--- src/rtl/single_source_shortest_path_unit_assert.svh ---
// Assertion macros used by the shortest path unit datapath (sssp_dpath).
// Each macro expands to one labeled concurrent assertion that reports by $error.
`ifndef SINGLE_SOURCE_SHORTEST_PATH_UNIT_ASSERT_SVH
`define SINGLE_SOURCE_SHORTEST_PATH_UNIT_ASSERT_SVH

// The consequent must hold in the same cycle as the antecedent.
`define SSSP_ASSERT_SAME(lbl, ck, rst, ante, cons, msg) \
	lbl: assert property (@(posedge ck) disable iff (!rst) (ante) |-> (cons)) \
		else $error(msg);

// The consequent must hold in the cycle after the antecedent.
`define SSSP_ASSERT_NEXT(lbl, ck, rst, ante, cons, msg) \
	lbl: assert property (@(posedge ck) disable iff (!rst) (ante) |=> (cons)) \
		else $error(msg);

`endif

--- src/rtl/sssp_pkg.sv ---
// Shared types, constants and the control program of the shortest path unit.
// Used by sssp_seq, sssp_dpath, single_source_shortest_path_unit and the testbench; no dependencies.
`default_nettype none

package sssp_pkg;

	localparam int MAX_NODES_DEF   = 64;
	localparam int WEIGHT_BITS_DEF = 16;

	localparam int NODE_FIELD_W = 6;
	localparam int NCOUNT_W     = 7;
	localparam int WEIGHT_IN_W  = 16;
	localparam int DIST_W       = 22;

	localparam logic [DIST_W-1:0] DIST_INF = {DIST_W{1'b1}};
	localparam logic [DIST_W-1:0] DIST_MAX = {{(DIST_W-1){1'b1}}, 1'b0};

	localparam int NCOUNT_RESET = 64;

	localparam int STEP_W = 4;

	// Program step addresses.
	localparam logic [STEP_W-1:0] ST_CLR_INIT    = STEP_W'(0);
	localparam logic [STEP_W-1:0] ST_CLR_SWEEP   = STEP_W'(1);
	localparam logic [STEP_W-1:0] ST_IDLE        = STEP_W'(2);
	localparam logic [STEP_W-1:0] ST_INIT_DIST   = STEP_W'(3);
	localparam logic [STEP_W-1:0] ST_ROUND_INIT  = STEP_W'(4);
	localparam logic [STEP_W-1:0] ST_PICK_INIT   = STEP_W'(5);
	localparam logic [STEP_W-1:0] ST_PICK_RD     = STEP_W'(6);
	localparam logic [STEP_W-1:0] ST_PICK_CMP    = STEP_W'(7);
	localparam logic [STEP_W-1:0] ST_VISIT       = STEP_W'(8);
	localparam logic [STEP_W-1:0] ST_RELAX_RD    = STEP_W'(9);
	localparam logic [STEP_W-1:0] ST_RELAX_UPD   = STEP_W'(10);
	localparam logic [STEP_W-1:0] ST_ROUND_END   = STEP_W'(11);
	localparam logic [STEP_W-1:0] ST_EMIT_RD     = STEP_W'(12);
	localparam logic [STEP_W-1:0] ST_EMIT_PUT    = STEP_W'(13);
	localparam logic [STEP_W-1:0] ST_RUN_END     = STEP_W'(14);

	typedef enum logic [3:0] {
		OP_NOP,
		OP_CLR_INIT,
		OP_CLR_SWEEP,
		OP_IDLE,
		OP_INIT_DIST,
		OP_ROUND_INIT,
		OP_PICK_INIT,
		OP_PICK_RD,
		OP_PICK_CMP,
		OP_VISIT,
		OP_RELAX_RD,
		OP_RELAX_UPD,
		OP_EMIT_RD,
		OP_EMIT_PUT
	} op_t;

	typedef enum logic [2:0] {
		COND_NEVER,
		COND_ALWAYS,
		COND_CLR_MORE,
		COND_NOT_START,
		COND_V_MORE,
		COND_SRC_OUT,
		COND_ROUNDS_DONE,
		COND_BEST_INF
	} cond_t;

	typedef struct packed {
		op_t               op;
		cond_t             cond;
		logic [STEP_W-1:0] target;
	} ctl_word_t;

	typedef struct packed {
		logic v_more;
		logic clr_more;
		logic start;
		logic src_out;
		logic rounds_done;
		logic best_inf;
		logic hold;
	} status_t;

	// Control store: when the condition is true the sequencer jumps to target,
	// otherwise it falls through to the next step.
	function automatic ctl_word_t rom_word(input logic [STEP_W-1:0] step);
		ctl_word_t w;
		w = '{op: OP_NOP, cond: COND_ALWAYS, target: ST_CLR_INIT};
		case (step)
			ST_CLR_INIT:   w = '{op: OP_CLR_INIT,   cond: COND_NEVER,       target: ST_CLR_INIT};
			ST_CLR_SWEEP:  w = '{op: OP_CLR_SWEEP,  cond: COND_CLR_MORE,    target: ST_CLR_SWEEP};
			ST_IDLE:       w = '{op: OP_IDLE,       cond: COND_NOT_START,   target: ST_IDLE};
			ST_INIT_DIST:  w = '{op: OP_INIT_DIST,  cond: COND_V_MORE,      target: ST_INIT_DIST};
			ST_ROUND_INIT: w = '{op: OP_ROUND_INIT, cond: COND_SRC_OUT,     target: ST_EMIT_RD};
			ST_PICK_INIT:  w = '{op: OP_PICK_INIT,  cond: COND_ROUNDS_DONE, target: ST_EMIT_RD};
			ST_PICK_RD:    w = '{op: OP_PICK_RD,    cond: COND_NEVER,       target: ST_PICK_RD};
			ST_PICK_CMP:   w = '{op: OP_PICK_CMP,   cond: COND_V_MORE,      target: ST_PICK_RD};
			ST_VISIT:      w = '{op: OP_VISIT,      cond: COND_BEST_INF,    target: ST_PICK_INIT};
			ST_RELAX_RD:   w = '{op: OP_RELAX_RD,   cond: COND_NEVER,       target: ST_RELAX_RD};
			ST_RELAX_UPD:  w = '{op: OP_RELAX_UPD,  cond: COND_V_MORE,      target: ST_RELAX_RD};
			ST_ROUND_END:  w = '{op: OP_NOP,        cond: COND_ALWAYS,      target: ST_PICK_INIT};
			ST_EMIT_RD:    w = '{op: OP_EMIT_RD,    cond: COND_NEVER,       target: ST_EMIT_RD};
			ST_EMIT_PUT:   w = '{op: OP_EMIT_PUT,   cond: COND_V_MORE,      target: ST_EMIT_RD};
			ST_RUN_END:    w = '{op: OP_NOP,        cond: COND_ALWAYS,      target: ST_CLR_INIT};
			default:       w = '{op: OP_NOP,        cond: COND_ALWAYS,      target: ST_CLR_INIT};
		endcase
		return w;
	endfunction

endpackage

`default_nettype wire

--- src/rtl/sssp_seq.sv ---
// Microcode sequencer: step counter, control store lookup and jump logic.
// Depends on sssp_pkg for the control word, condition codes and program.
`default_nettype none

module sssp_seq (
	input  wire logic             clk,
	input  wire logic             arst_n,
	input  wire sssp_pkg::status_t status,
	output sssp_pkg::op_t         ctl_op
);

	logic [sssp_pkg::STEP_W-1:0] step_q;
	logic [sssp_pkg::STEP_W-1:0] step_next;
	sssp_pkg::ctl_word_t         word;
	logic                        jump;

	assign word   = sssp_pkg::rom_word(step_q);
	assign ctl_op = word.op;

	always_comb begin
		case (word.cond)
			sssp_pkg::COND_NEVER:       jump = 1'b0;
			sssp_pkg::COND_ALWAYS:      jump = 1'b1;
			sssp_pkg::COND_CLR_MORE:    jump = status.clr_more;
			sssp_pkg::COND_NOT_START:   jump = !status.start;
			sssp_pkg::COND_V_MORE:      jump = status.v_more;
			sssp_pkg::COND_SRC_OUT:     jump = status.src_out;
			sssp_pkg::COND_ROUNDS_DONE: jump = status.rounds_done;
			sssp_pkg::COND_BEST_INF:    jump = status.best_inf;
			default:                    jump = 1'b0;
		endcase
		// A held step repeats until the datapath can complete it.
		if (status.hold) begin
			step_next = step_q;
		end else if (jump) begin
			step_next = word.target;
		end else begin
			step_next = step_q + sssp_pkg::STEP_W'(1);
		end
	end

	always_ff @(posedge clk or negedge arst_n) begin
		if (!arst_n) begin
			step_q <= sssp_pkg::ST_CLR_INIT;
		end else begin
			step_q <= step_next;
		end
	end

endmodule

`default_nettype wire

--- config.mk ---
export PLATFORM = sky130hd
export DESIGN_NAME = sssp_seq
export DESIGN_NICKNAME = d
export VERILOG_FILES = /design/src/rtl/single_source_shortest_path_unit_assert.svh /design/src/rtl/sssp_pkg.sv /design/src/rtl/sssp_seq.sv
export SDC_FILE = /design/constraint.sdc
export NUM_CORES = 1
export LEC_CHECK = 0
export ABC_AREA = 1
export BUFFER_PORTS_ARGS = -buffer_cell sky130_fd_sc_hd__buf_4
export CORE_MARGIN = 4
export CORE_UTILIZATION = 40
export DETAILED_ROUTE_END_ITERATION = 12
export PLACE_DENSITY = 0.67
export SYNTH_ARGS = -nofsm -noshare
export SYNTH_HDL_FRONTEND = slang
export SYNTH_SLANG_ARGS = --single-unit
--- constraint.sdc ---
create_clock -name clk -period 3.6 [get_ports clk]
set_input_delay 0.54 -clock clk [delete_from_list [all_inputs] [get_ports clk]]
set_output_delay 0.54 -clock clk [all_outputs]
set_load 0.05 [all_outputs]
==> flow_metrics.tcl <==
set metrics [dict create \
    status "completed" \
    ys_seq_elements 4 \
    cpMostUsedCell "nand2_1" \
    grt_pass1_wl_um 2746 \
    ys_types 21 \
    max-slew-margin-rel_pct 65.90 \
    clk_path_buf_depth 2 \
    grt_setup_unrepaired "false" \
    worst-path-max-fanout 9 \
    r2r-start "step_q[0]$_DFFE_PN0P_" \
    grt_max_degree 16 \
    synth_area_per_cell_um2 6.339 \
    grt_antenna_before_repair 0 \
    period_minus_slack_ns 2.263 \
    ctsHoldBuffers 0 \
    finalMaxSlewViolations 0 \
    drtIter0Drc 19 \
    maxCapViolCount 0 \
    first_global_vias 669 \
    dr.pass1.iters 4 \
    final_hold_viol_count 0 \
    num_rows 15 \
    crit_slowest_cell "dfrtp_1" \
    skew_ns 0.004160 \
    worst-setup-path-type "reg2reg" \
    dp_hpwl_um 1337 \
    fillers 192 \
    start_kind "register" \
    reg2reg_slack_ns 1.34 \
    ant_nets 0 \
    core_area_um2 1764 \
    syn_inst 120 \
    reg.largest.list "step_q x4" \
    syn_area_um2 760.7 \
    drt-wirelength-per-cell_um 10.47 \
    finalSetupViolations 0 \
    clock-sinks 4 \
    h-tree-depth 1 \
    multi_input_area_um2 578.1 \
    initial_core_util_pct 43.12 \
    crit_path_end_kind "register" \
    hold_path_class "in2async" \
    cts_made_buffers 3 \
    period_share_pct 62.85 \
    largest_register "step_q" \
    insertion_delay_ns 0.23 \
    largest_reg_flops 4 \
    area_growth_pct 14.97 \
    fmax_mhz 442.0 \
    seqCellArea_um2 100.1 \
    arrival_ns 2.39 \
    fin_hold_ws_ns 0.09266 \
    tritoncts "done" \
    io-pin-count 13 \
    yosysWarningCount 0 \
    setup_tns_ns 0 \
    slowest_delay_ns 0.49 \
    chipHeight_um 51.61 \
    post_cts_buffers 0 \
    dieArea_um2 2664 \
    async_reset_ff_share_pct 100.0 \
    fin_ws_ns 1.338 \
    crit_chain "inv_1 -> ha_1 -> inv_1 -> nand2_4 -> nand2_1 -> nand2_1 -> nand2_1 -> nor2_2 -> nand3_1 -> nand2_1 -> nor2_4 -> nand2_4 -> nand2_2 -> nand2_1 -> nand2_1 -> nand2_1" \
    synthFlopType "dfrtp_1" \
    path_delay_family "simple AND/OR/NAND/NOR gates" \
    routabilityCongestion 0.7681 \
    cts_resized 0 \
    clockRootBuffer "clkbuf_4" \
    die_w_um 51.61 \
    synth_fp_nets 138 \
    synth_edf_count 0 \
    viasPerCell 4.713 \
    post-place-ws_ns 1.323 \
    grt_util_all_layers_pct 13.63 \
    drcViolationCount 0 \
    cp.required_ns 3.72 \
    synth_seq_area_share_pct 13.16 \
    startpoint "step_q[0]$_DFFE_PN0P_" \
    clkTransAtPathRegs_ns 0.04 \
    drive_above_1_share_pct 29.55 \
    port_buffers 12 \
    wl_um 1644 \
    worstMarginPinSlew_ns 0.5116 \
    grt_remaining_overflow 0 \
    vias 740 \
    nNetsFinal 152 \
    crit_buf_inv 2 \
    diodes 0 \
]
==> layout by cell type, fill, tap and decap left out, drive strengths merged <==
cell    instances
nand3          10
a21oi           3
ha              9
o211ai          1
nand2          56
buf            12
o21ai           7
nor2            8
inv            14
xor2            1
nand4           3
clkbuf          3
nor3            1
dfrtp           4
==> Yosys cell counts (all sizes together), types with 2 or more instances <==
cell / count / area share, %
buf: 2 / 3.0
dfrtp: 4 / 13
nor2: 8 / 7.6
a21oi: 3 / 2.0
o21ai: 7 / 4.6
inv: 14 / 6.9
nand4: 3 / 2.5
nand2: 56 / 34
ha: 9 / 15
nand3: 10 / 7.2
==> stage by stage <==
step           area, um2  utilization, %  instances
5_1_grt            874.6           49.57        157
2_1_floorplan      760.7               -        120
4_1_cts            874.6           49.57        157
3_5_place_dp       852.1           48.30        154
3_3_place_gp       852.1           48.30        154
6_report           874.6           49.57        157
==> worst reg2reg max path: cells and delay by family, from the launching register on <==
kind	cells	cell delay, ns
fa+ha+maj	1	0.37
buf+inv	2	0.33
flops	1	0.49
simple gates	13	0.98
==> metal layers <==
metal | part of all wire, % | wire, um | track usage, % | up-vias
met5 | 0 | 0 | 0 | -
met4 | 0 | 0 | 2.620 | 0
met3 | 4.9 | 80 | 5.158 | 0
met2 | 47 | 775 | 22.25 | 17
met1 | 48 | 788 | 17.07 | 320
li1 | - | - | - | 403
==> layout make-up <==
class                      instances  share of cell area [%]
timing repair buffer              12                   10.30
clock buffer                       3                   2.575
multi-input combinational         99                   66.09
sequential                         4                   11.44
inverter                          14                   6.009
tap                               25                   3.577
==> kinds of logic after synthesis <==
group / Yosys count / share of synthesized area [%]
AOI/OAI and AO/OA: 11 / 7.565
xor gates and xnor gates: 1 / 1.152
adders and majority gates: 9 / 14.80
buffers and inverters: 17 / 10.86
DFF: 4 / 13.16
and+or+nand+nor: 78 / 52.47
==> worst paths after layout <==
kind,depth (start not counted),end
max,16,step_q[2]$_DFFE_PN0P_
min,1,step_q[1]$_DFFE_PN0P_
max reg2reg,16,step_q[2]$_DFFE_PN0P_
min reg2reg,2,step_q[0]$_DFFE_PN0P_
max in group asynchronous,1,step_q[0]$_DFFE_PN0P_
min in group clk,3,step_q[3]$_DFFE_PN0N_
Power is not shown: default switching activity piles up to over one toggle a cycle in this logic, so the estimate is an artifact.
